### src/rtl/aqic_pkg.sv
// Shared constants, types and breakpoint tables for the air quality index block.
// No dependencies; imported by every module of the block.
package aqic_pkg;

  // Table geometry and field widths
  localparam int TABLE_SLOTS          = 16;
  localparam int BREAKPOINT_COUNT_DEF = 7;
  localparam int CONC_W               = 16;
  localparam int INDEX_W              = 9;
  localparam int NUM_W                = CONC_W + INDEX_W;
  localparam int DVD_W                = NUM_W + 1;
  localparam int DVS_W                = CONC_W + 1;
  localparam int QUO_W                = INDEX_W;
  localparam int CAT_W                = 3;

  // Pipeline: segment search, multiply, one stage per quotient bit, output register
  localparam int PIPE_DEPTH = 2 + QUO_W + 1;

  // Configuration port
  localparam int PADDR_W = 3;
  localparam int PDATA_W = 32;
  localparam logic [PADDR_W-3:0] REG_STANDARD = '0;

  localparam logic [INDEX_W-1:0] INDEX_MAX = 9'd500;

  typedef enum logic {
    STD_EPA  = 1'b0,
    STD_QCVN = 1'b1
  } standard_e;

  typedef enum logic {
    POLL_PM25 = 1'b0,
    POLL_PM10 = 1'b1
  } pollutant_e;

  typedef enum logic [CAT_W-1:0] {
    CAT_GOOD           = 3'd0,
    CAT_MODERATE       = 3'd1,
    CAT_SENSITIVE      = 3'd2,
    CAT_UNHEALTHY      = 3'd3,
    CAT_VERY_UNHEALTHY = 3'd4,
    CAT_HAZARDOUS      = 3'd5
  } category_e;

  // Upper index bound of each category
  localparam logic [INDEX_W-1:0] CAT_GOOD_MAX      = 9'd50;
  localparam logic [INDEX_W-1:0] CAT_MODERATE_MAX  = 9'd100;
  localparam logic [INDEX_W-1:0] CAT_SENSITIVE_MAX = 9'd150;
  localparam logic [INDEX_W-1:0] CAT_UNHEALTHY_MAX = 9'd200;
  localparam logic [INDEX_W-1:0] CAT_VERY_MAX      = 9'd300;

  typedef logic [CONC_W-1:0]  conc_tab_t  [TABLE_SLOTS];
  typedef logic [INDEX_W-1:0] index_tab_t [TABLE_SLOTS];

  // Concentration breakpoints in tenths of ug/m3; slots past the seventh are unset
  localparam conc_tab_t US_PM25_CONC = '{
    16'd0, 16'd120, 16'd354, 16'd554, 16'd1504, 16'd2504, 16'd5004, 16'd0,
    16'd0, 16'd0, 16'd0, 16'd0, 16'd0, 16'd0, 16'd0, 16'd0};
  localparam conc_tab_t US_PM10_CONC = '{
    16'd0, 16'd540, 16'd1540, 16'd2540, 16'd3540, 16'd4240, 16'd6040, 16'd0,
    16'd0, 16'd0, 16'd0, 16'd0, 16'd0, 16'd0, 16'd0, 16'd0};
  localparam conc_tab_t QC_PM25_CONC = '{
    16'd0, 16'd250, 16'd500, 16'd800, 16'd1500, 16'd3500, 16'd5000, 16'd0,
    16'd0, 16'd0, 16'd0, 16'd0, 16'd0, 16'd0, 16'd0, 16'd0};
  localparam conc_tab_t QC_PM10_CONC = '{
    16'd0, 16'd500, 16'd1500, 16'd2500, 16'd3500, 16'd4200, 16'd6000, 16'd0,
    16'd0, 16'd0, 16'd0, 16'd0, 16'd0, 16'd0, 16'd0, 16'd0};

  // Index breakpoints, nondecreasing over the populated slots
  localparam index_tab_t INDEX_BP = '{
    9'd0, 9'd50, 9'd100, 9'd150, 9'd200, 9'd300, 9'd500, 9'd0,
    9'd0, 9'd0, 9'd0, 9'd0, 9'd0, 9'd0, 9'd0, 9'd0};

  // Segment stage result: everything the multiply stage needs
  typedef struct packed {
    logic [CONC_W-1:0]  delta;
    logic [CONC_W-1:0]  span;
    logic [INDEX_W-1:0] di;
    logic [INDEX_W-1:0] base;
    logic               special;
  } seg_t;

  // Divider stage state
  typedef struct packed {
    logic [DVD_W-1:0]   rem;
    logic [DVS_W-1:0]   dvs;
    logic [QUO_W-1:0]   quo;
    logic [INDEX_W-1:0] base;
  } div_t;

  function automatic conc_tab_t bp_table(pollutant_e poll, standard_e std);
    conc_tab_t tab;
    tab = US_PM25_CONC;
    case ({poll, std})
      {POLL_PM25, STD_EPA}:  tab = US_PM25_CONC;
      {POLL_PM25, STD_QCVN}: tab = QC_PM25_CONC;
      {POLL_PM10, STD_EPA}:  tab = US_PM10_CONC;
      {POLL_PM10, STD_QCVN}: tab = QC_PM10_CONC;
      default:               tab = US_PM25_CONC;
    endcase
    return tab;
  endfunction

  function automatic category_e category_of(logic [INDEX_W-1:0] aqi);
    category_e cat;
    if (aqi <= CAT_GOOD_MAX) begin
      cat = CAT_GOOD;
    end else if (aqi <= CAT_MODERATE_MAX) begin
      cat = CAT_MODERATE;
    end else if (aqi <= CAT_SENSITIVE_MAX) begin
      cat = CAT_SENSITIVE;
    end else if (aqi <= CAT_UNHEALTHY_MAX) begin
      cat = CAT_UNHEALTHY;
    end else if (aqi <= CAT_VERY_MAX) begin
      cat = CAT_VERY_UNHEALTHY;
    end else begin
      cat = CAT_HAZARDOUS;
    end
    return cat;
  endfunction

endpackage

### src/rtl/aqic_div.sv
// Pipelined restoring divider, one quotient bit per stage, with base offset added.
// Depends on aqic_pkg.
module aqic_div
  import aqic_pkg::*;
(
  input  logic               clk_i,
  input  logic [QUO_W-1:0]   en_i,
  input  div_t               first_i,
  output logic [INDEX_W-1:0] sub_index_o
);

  div_t st_q [QUO_W];
  div_t st_d [QUO_W];

  for (genvar k = 0; k < QUO_W; k++) begin : g_stage
    div_t             src;
    logic [DVD_W-1:0] trial;

    assign src = (k == 0) ? first_i : st_q[(k == 0) ? 0 : k-1];

    // Try the shifted divisor at this bit; subtract when it fits
    always_comb begin
      st_d[k] = src;
      trial   = DVD_W'(src.dvs) << (QUO_W - 1 - k);
      if (src.rem >= trial) begin
        st_d[k].rem              = src.rem - trial;
        st_d[k].quo[QUO_W-1-k]   = 1'b1;
      end
    end

    always_ff @(posedge clk_i) begin
      if (en_i[k]) begin
        st_q[k] <= st_d[k];
      end
    end
  end

  // Rounded quotient on top of the segment's lower index
  assign sub_index_o = st_q[QUO_W-1].base + st_q[QUO_W-1].quo;

endmodule

### src/rtl/aqic_lane.sv
// One pollutant lane: segment search, interpolation multiply, divider pipeline.
// Depends on aqic_pkg and aqic_div.
module aqic_lane
  import aqic_pkg::*;
#(
  parameter int         BREAKPOINT_COUNT = BREAKPOINT_COUNT_DEF,
  parameter pollutant_e POLLUTANT        = POLL_PM25
) (
  input  logic                  clk_i,
  input  logic [PIPE_DEPTH-2:0] en_i,
  input  logic [CONC_W-1:0]     conc_i,
  input  standard_e             standard_i,
  output logic [INDEX_W-1:0]    sub_index_o
);

  localparam int NPTS = (BREAKPOINT_COUNT < 2) ? 2 :
                        ((BREAKPOINT_COUNT > TABLE_SLOTS) ? TABLE_SLOTS : BREAKPOINT_COUNT);

  conc_tab_t          bp;
  logic               found;
  logic [CONC_W-1:0]  lo, hi;
  logic [INDEX_W-1:0] ilo, ihi;
  seg_t               seg_d, seg_q;
  logic [NUM_W-1:0]   num;
  div_t               div_d, div_q;

  // Find the first segment that holds the concentration
  always_comb begin
    bp    = bp_table(POLLUTANT, standard_i);
    found = 1'b0;
    lo    = '0;
    hi    = '0;
    ilo   = '0;
    ihi   = '0;
    for (int i = NPTS - 2; i >= 0; i--) begin
      if (conc_i >= bp[i] && conc_i <= bp[i+1]) begin
        found = 1'b1;
        lo    = bp[i];
        hi    = bp[i+1];
        ilo   = INDEX_BP[i];
        ihi   = INDEX_BP[i+1];
      end
    end
  end

  // Resolve fixed results; otherwise hand over the interpolation terms
  always_comb begin
    seg_d         = '0;
    seg_d.special = 1'b1;
    if (conc_i == '0) begin
      seg_d.base = '0;
    end else if (conc_i >= bp[NPTS-1]) begin
      seg_d.base = INDEX_MAX;
    end else if (!found) begin
      seg_d.base = '0;
    end else if (hi == lo) begin
      seg_d.base = ilo;
    end else begin
      seg_d.special = 1'b0;
      seg_d.base    = ilo;
      seg_d.delta   = conc_i - lo;
      seg_d.span    = hi - lo;
      seg_d.di      = ihi - ilo;
    end
  end

  always_ff @(posedge clk_i) begin
    if (en_i[0]) begin
      seg_q <= seg_d;
    end
  end

  // Form 2*num + span over 2*span; a fixed result divides zero by one
  always_comb begin
    num        = NUM_W'(seg_q.di) * NUM_W'(seg_q.delta);
    div_d.quo  = '0;
    div_d.base = seg_q.base;
    if (seg_q.special) begin
      div_d.rem = '0;
      div_d.dvs = DVS_W'(1);
    end else begin
      div_d.rem = {num, 1'b0} + DVD_W'(seg_q.span);
      div_d.dvs = {seg_q.span, 1'b0};
    end
  end

  always_ff @(posedge clk_i) begin
    if (en_i[1]) begin
      div_q <= div_d;
    end
  end

  aqic_div u_div (
    .clk_i       (clk_i),
    .en_i        (en_i[PIPE_DEPTH-2:2]),
    .first_i     (div_q),
    .sub_index_o (sub_index_o)
  );

endmodule

### src/rtl/aqic_merge.sv
// Merge stage: larger sub-index, dominant pollutant and category, registered out.
// Depends on aqic_pkg.
module aqic_merge
  import aqic_pkg::*;
(
  input  logic               clk_i,
  input  logic               en_i,
  input  logic [INDEX_W-1:0] pm25_index_i,
  input  logic [INDEX_W-1:0] pm10_index_i,
  output logic [INDEX_W-1:0] aqi_value_o,
  output logic [CAT_W-1:0]   category_level_o,
  output logic               dominant_pollutant_o
);

  logic [INDEX_W-1:0] aqi_d, aqi_q, pick;
  pollutant_e         dom_d, dom_q;
  category_e          cat_d, cat_q;

  // PM2.5 wins ties
  always_comb begin
    if (pm25_index_i >= pm10_index_i) begin
      pick  = pm25_index_i;
      dom_d = POLL_PM25;
    end else begin
      pick  = pm10_index_i;
      dom_d = POLL_PM10;
    end
    aqi_d = (pick > INDEX_MAX) ? INDEX_MAX : pick;
    cat_d = category_of(aqi_d);
  end

  always_ff @(posedge clk_i) begin
    if (en_i) begin
      aqi_q <= aqi_d;
      dom_q <= dom_d;
      cat_q <= cat_d;
    end
  end

  assign aqi_value_o          = aqi_q;
  assign category_level_o     = cat_q;
  assign dominant_pollutant_o = dom_q;

endmodule

### src/rtl/air_quality_index_calc.sv
// Air quality index from PM2.5 and PM10 readings: top level, control and register port.
// Depends on aqic_pkg, aqic_lane and aqic_merge.
//
// Takes one PM2.5/PM10 reading pair per beat and returns the overall index (0..500),
// its six-level category and the dominant pollutant. A new beat can be accepted every
// cycle unless an output stall has backed up to the first stage; each reading passes 12
// pipeline stages (segment search, interpolation multiply, nine divider stages of one
// quotient bit each for the rounded interpolation, and the merge/output register). Each
// stage holds independently, so stalls only push back as far as the first empty stage.
// Breakpoint tables (US EPA or QCVN) are selected through the standard_select register
// at address 0; change it only while no beats are in flight.
module air_quality_index_calc
  import aqic_pkg::*;
#(
  parameter int BREAKPOINT_COUNT = BREAKPOINT_COUNT_DEF
) (
  input  logic               clk_i,
  input  logic               rst_ni,
  input  logic               in_valid_i,
  output logic               in_ready_o,
  input  logic [CONC_W-1:0]  pm25_tenths_i,
  input  logic [CONC_W-1:0]  pm10_tenths_i,
  output logic               out_valid_o,
  input  logic               out_ready_i,
  output logic [INDEX_W-1:0] aqi_value_o,
  output logic [CAT_W-1:0]   category_level_o,
  output logic               dominant_pollutant_o,
  input  logic               psel,
  input  logic               penable,
  input  logic               pwrite,
  input  logic [PADDR_W-1:0] paddr,
  input  logic [PDATA_W-1:0] pwdata,
  output logic [PDATA_W-1:0] prdata,
  output logic               pready
);

  standard_e             std_q;
  logic                  cfg_wr;
  logic [PIPE_DEPTH-1:0] valid_q, valid_d, en;
  logic [INDEX_W-1:0]    pm25_index, pm10_index;

  // Register port: no wait states, writes land in the access phase
  assign pready = 1'b1;
  assign cfg_wr = psel && penable && pwrite && (paddr[PADDR_W-1:2] == REG_STANDARD);
  assign prdata = (paddr[PADDR_W-1:2] == REG_STANDARD) ? PDATA_W'(std_q) : '0;

  always_ff @(posedge clk_i or negedge rst_ni) begin
    if (!rst_ni) begin
      std_q <= STD_EPA;
    end else if (cfg_wr) begin
      std_q <= standard_e'(pwdata[0]);
    end
  end

  // Stage enables: a stage loads when empty or when its beat moves on
  always_comb begin
    en[PIPE_DEPTH-1] = !valid_q[PIPE_DEPTH-1] || out_ready_i;
    for (int s = PIPE_DEPTH - 2; s >= 0; s--) begin
      en[s] = !valid_q[s] || en[s+1];
    end
  end

  // Advance valid bits alongside the payload
  assign valid_d = (en & {valid_q[PIPE_DEPTH-2:0], in_valid_i}) | (~en & valid_q);

  always_ff @(posedge clk_i or negedge rst_ni) begin
    if (!rst_ni) begin
      valid_q <= '0;
    end else begin
      valid_q <= valid_d;
    end
  end

  assign in_ready_o  = en[0];
  assign out_valid_o = valid_q[PIPE_DEPTH-1];

  aqic_lane #(
    .BREAKPOINT_COUNT (BREAKPOINT_COUNT),
    .POLLUTANT        (POLL_PM25)
  ) u_lane_pm25 (
    .clk_i       (clk_i),
    .en_i        (en[PIPE_DEPTH-2:0]),
    .conc_i      (pm25_tenths_i),
    .standard_i  (std_q),
    .sub_index_o (pm25_index)
  );

  aqic_lane #(
    .BREAKPOINT_COUNT (BREAKPOINT_COUNT),
    .POLLUTANT        (POLL_PM10)
  ) u_lane_pm10 (
    .clk_i       (clk_i),
    .en_i        (en[PIPE_DEPTH-2:0]),
    .conc_i      (pm10_tenths_i),
    .standard_i  (std_q),
    .sub_index_o (pm10_index)
  );

  aqic_merge u_merge (
    .clk_i                (clk_i),
    .en_i                 (en[PIPE_DEPTH-1]),
    .pm25_index_i         (pm25_index),
    .pm10_index_i         (pm10_index),
    .aqi_value_o          (aqi_value_o),
    .category_level_o     (category_level_o),
    .dominant_pollutant_o (dominant_pollutant_o)
  );

  // A held beat never vanishes from its stage
  a_no_drop: assert property (@(posedge clk_i) disable iff (!rst_ni)
    1'b1 |=> (($past(valid_q & ~en) & ~valid_q) == '0))
    else $error("pipeline beat lost while held");

  // Input backpressure only when every stage is occupied
  a_full_when_blocked: assert property (@(posedge clk_i) disable iff (!rst_ni)
    !in_ready_o |-> (&valid_q))
    else $error("input stalled with an empty stage");

  a_aqi_range: assert property (@(posedge clk_i) disable iff (!rst_ni)
    out_valid_o |-> (aqi_value_o <= INDEX_MAX))
    else $error("index above 500");

  a_category: assert property (@(posedge clk_i) disable iff (!rst_ni)
    out_valid_o |-> (category_level_o == category_of(aqi_value_o)))
    else $error("category does not match index");

  a_cfg_write: assert property (@(posedge clk_i) disable iff (!rst_ni)
    cfg_wr |=> (std_q == standard_e'($past(pwdata[0]))))
    else $error("standard_select write not taken");

endmodule

### config.mk
export PLATFORM = sky130hd
export DESIGN_NAME = air_quality_index_calc
export DESIGN_NICKNAME = d
export VERILOG_FILES = /design/src/rtl/aqic_pkg.sv /design/src/rtl/aqic_div.sv /design/src/rtl/aqic_lane.sv /design/src/rtl/aqic_merge.sv /design/src/rtl/air_quality_index_calc.sv
export SDC_FILE = /design/constraint.sdc
export NUM_CORES = 2
export LEC_CHECK = 0
export ABC_CLOCK_PERIOD_IN_PS = 13300
export BUFFER_PORTS_ARGS = -buffer_cell sky130_fd_sc_hd__buf_4
export CORE_ASPECT_RATIO = 0.7
export CORE_MARGIN = 4
export CORE_UTILIZATION = 50
export DETAILED_ROUTE_END_ITERATION = 8
export GPL_TIMING_DRIVEN = 0
export PLACE_DENSITY = 0.67
export SYNTH_ARGS = -nofsm -noshare
export SYNTH_HDL_FRONTEND = slang
export SYNTH_SLANG_ARGS = --single-unit
### constraint.sdc
create_clock -name clk_i -period 13.3 [get_ports clk_i]
set_input_delay 0.665 -clock clk_i [delete_from_list [all_inputs] [get_ports clk_i]]
set_output_delay 0.665 -clock clk_i [all_outputs]
set_load 0.05 [all_outputs]
==> reports/metrics.yaml <==
outcome:
  run_status: "finished clean"
yosys:
  synthAdderAreaFrac_pct: 15.5
  synth.cell_area_um2: 67000
  synth_xor_area_share_pct: 5.01
  async_reset_ff_share_pct: 1.20
  synth-simple-area-share_pct: 13.0
  synth-seq-area-share_pct: 48.5
  post-synth-top-area-cell: "edfxtp_1"
  main_flop_type_after_synthesis: "edfxtp_1"
  area_share_of_the_largest_cell_type_after_synthesis_pct: 48.0
  post_synthesis_register_bit_count: 1084
  synth_warnings: 0
  synth_edf_count: 1071
  synth-compound-area-share_pct: 12.0
  synth_top_family_by_area: "adder cells"
  avgSynthCellArea_um2: 10.9
  synthMuxAreaShare_pct: 1.06
  post_synth_inst_count: 6128
  synth_most_common_cell: "edfxtp_1"
  synthDistinctLibCells: 108
  synthTopCellsByArea: "edfxtp_1 48%, ha_1 10%, fa_1 5.4%"
  synthTopCellsByCount: "1071 x edfxtp_1, 710 x inv_1, 540 x ha_1, 495 x nor2_1, 441 x a21oi_1"
final_layout:
  num-fill-cells: 11300
  number_of_diodes: 0
  area_overhead_vs_synth_pct: 10.1
  final_layout_size_suffix_gt1_share_pct: 6.32
  fin_nets: 7132
  area_used_by_multi_input_combinational_logic_um2: 31400
  final-seq-area_um2: 32500
global_routing:
  grt_first_pass_wirelength_um: 226000
  grt_antenna_before_repair: 1
  globalRoute.totalOverflow: 0
  grt.total_usage_pct: 19.8
  largest_net_degree_at_the_start_of_global_routing: 80
  first_global_vias: 42500
floorplanning:
  std_cell_rows: 112
  die_x_um: 446
  die-height_um: 314
  die_area_um2: 140000
  ios: 122
  initial_utilization_pct: 50.3
  fp.coreArea_um2: 133000
detailed_routing:
  vias: 43900
  detailedRoute.firstIterationViolations: 2989
  drt_drc_violations_left: 0
  drtPass1Iterations: 5
  wirelength_um: 138000
  drt.antenna.violating_nets: 0
  via_per_inst: 5.36
  wl_per_cell_um: 16.9
worst_setup_path:
  crit_fanout: 18
  worst_setup_path_startpoint: "std_q$_DFFE_PN0P_"
  cp_data_arrival_time_ns: 7.75
  worst_path_most_repeated_cell: "o21ai_0"
  reg2reg_from: "std_q$_DFFE_PN0P_"
  cp-end-kind: "flip-flop"
  critical_path_required_ns: 13.67
  cpPeakStageDelay_ns: 0.81
  r2r.worst_path.cells: 25
  slowest_stage_cell_crit_path: "dfrtp_1"
  endpoint: "u_lane_pm10.seg_q[34]$_SDFFCE_PP0N_"
  reg2reg_slack_ns: 5.92
  start_kind: "flip-flop"
  kind_of_critical_path: "reg2reg"
  r2r-end: "u_lane_pm10.seg_q[34]$_SDFFCE_PP0N_"
sta:
  tightestPinTransition_ns: 0.820
  finalCriticalPeriod_ns: 7.38
  finalCritPeriodShare_pct: 55.5
  max_clock_freq_ghz: 0.136
  grt_setup_unrepaired: "no"
  max-slew-margin-rel_pct: 44.6
  worst_clock_skew_ns: 0.0478
  timing_max_transition_violations_final: 0
  worst_slack_ns: 5.92
  setup_viol_count_final: 0
  finalHoldViolations: 0
job:
  cap_viol_max_count: 0
clock_tree:
  clkTransAtPathRegs_ns: 0.06
  cts_root_buf: "clkbuf_16"
  cts_repair_resize_count: 0
  clock_sink_count: 1084
  cts-htree-levels: 3
  clock_tree_from_tritoncts: "built"
  worstSkewPairLatency_ns: 0.71
  max-clock-path-buffers: 3
  cts_inserted_buffers: 103
worst_hold_path:
  hold_path.class: "in2reg"
  number_of_cells_traversed_by_the_worst_hold_path: 2
placement:
  place_hpwl_um: 108000
  place.port_buffers: 55
  detailedPlace.worstSlack_ns: 5.81
  gp_congestion: 0.913
pwr:
  worst_ir_drop_vdd_mv: 0.155
  static-leakage-power_nw: 30.3
  power.density_nw_per_um2: 210
  totalPowerFinal_mw: 15.5
## stage by stage
step | utilization [%] | hold slack [ns] | std cells | cell area, um^2 | setup TNS, ns
global route | 55.4 | 0.108 | 8191 | 73800 | 0
finish | 55.4 | 0.156 | 8191 | 73800 | 0
detailed placement | 52.7 | 0.405 | 7998 | 70300 | 0
global placement | 52.4 | 0.402 | 7980 | 69800 | -444.16
floorplan | - | 0.369 | 6158 | 67100 | 0
CTS | 55.3 | 0.101 | 8190 | 73800 | 0
## flip-flops by register name, summed over array words and instances (netlist names), 3 cells and up, named ones only
signal and count:
u_lane_pm25.seg_q 40, u_lane_pm25.div_q 48, u_lane_pm10.div_q 47, u_merge.aqi_value_o 9, u_lane_pm25.div_d 8, u_lane_pm25.u_div.st_q 438, u_lane_pm10.u_div.st_q 430, u_lane_pm10.div_d 8
u_merge.category_level_o 3, u_lane_pm10.seg_q 39
## worst min path at each step
stage,from,end,slack [ns]
2_1_floorplan,rst_ni,asynchronous set/reset pin,0.37
3_3_place_gp,u_lane_pm10.u_div.st_q[0][377]$_DFFE_PP_,u_lane_pm10.u_div.st_q[0][438]$_DFFE_PP_,0.40
3_5_place_dp,u_lane_pm10.u_div.st_q[0][126]$_DFFE_PN_,u_lane_pm10.u_div.st_q[0][187]$_DFFE_PN_,0.40
4_1_cts,in_valid_i,flip-flop,0.10
5_1_grt,in_valid_i,flip-flop,0.11
6_report,in_valid_i,flip-flop,0.16
## where the power goes
part,internal (mW),switching [mW]
Combinational,2.79,3.87
Clock,1.72,1.29
Sequential,5.27,0.584
Total,9.78,5.75
## cell type report
| class | instances | area share (%) |
|---|---|---|
| clock buffer | 117 | 3.59 |
| sequential | 1084 | 44.0 |
| buffer | 139 | 0.892 |
| tap | 1767 | 3.00 |
| inverter | 715 | 3.64 |
| clock inverter | 74 | 1.15 |
| timing repair buffer | 75 | 1.14 |
| multi-input combinational | 4220 | 42.5 |
## kinds of logic after synthesis
logic type               count (synthesis)
XOR/XNOR                               381
buffers and inverters                  854
other                                    2
AO/OA/AOI/OAI                         1266
AND/OR/NAND/NOR                       1756
multiplexers                            65
flip-flops                            1084
adder cells (fa/ha/maj)                720
## repair_timing
item | 4_1_cts | 5_1_grt
endpoints found under the setup margin | 0 | 0
setup buffers | 0 | 0
hold endpoints to repair | 13 | 0
hold buffers | 1 | 0
## layer usage
metal | routed length [um] | global-route usage, % | vias up
met5 | 0 | 0 | -
met4 | 3120 | 4.65 | 0
met3 | 6440 | 2.93 | 209
met2 | 59400 | 30.1 | 1028
met1 | 69400 | 30.1 | 20500
li1 | - | - | 22100
## worst max-delay path, delay by kind of cell (launching register included)
kind                       cells  cell delay, ns
AOI/OAI and AO/OA             13            3.29
adders and majority gates      2            0.73
buffers and inverters          3            0.79
DFF                            1            0.81
and+or+nand+nor                7            1.42
## placed cells by master, fill, tap and decap left out, types with 122 or more instances in the layout
master	netlist	routed
nor2_1	495	495
xnor2_1	215	215
a21oi_1	441	441
a21o_1	139	139
inv_1	710	708
nor3_1	122	122
o21ai_0	252	252
fa_1	180	180
ha_1	540	540
xor2_1	164	164
nand2_1	373	369
edfxtp_1	1071	1071
and2_1	192	192
Note: power is estimated with default switching activity, not from simulation.
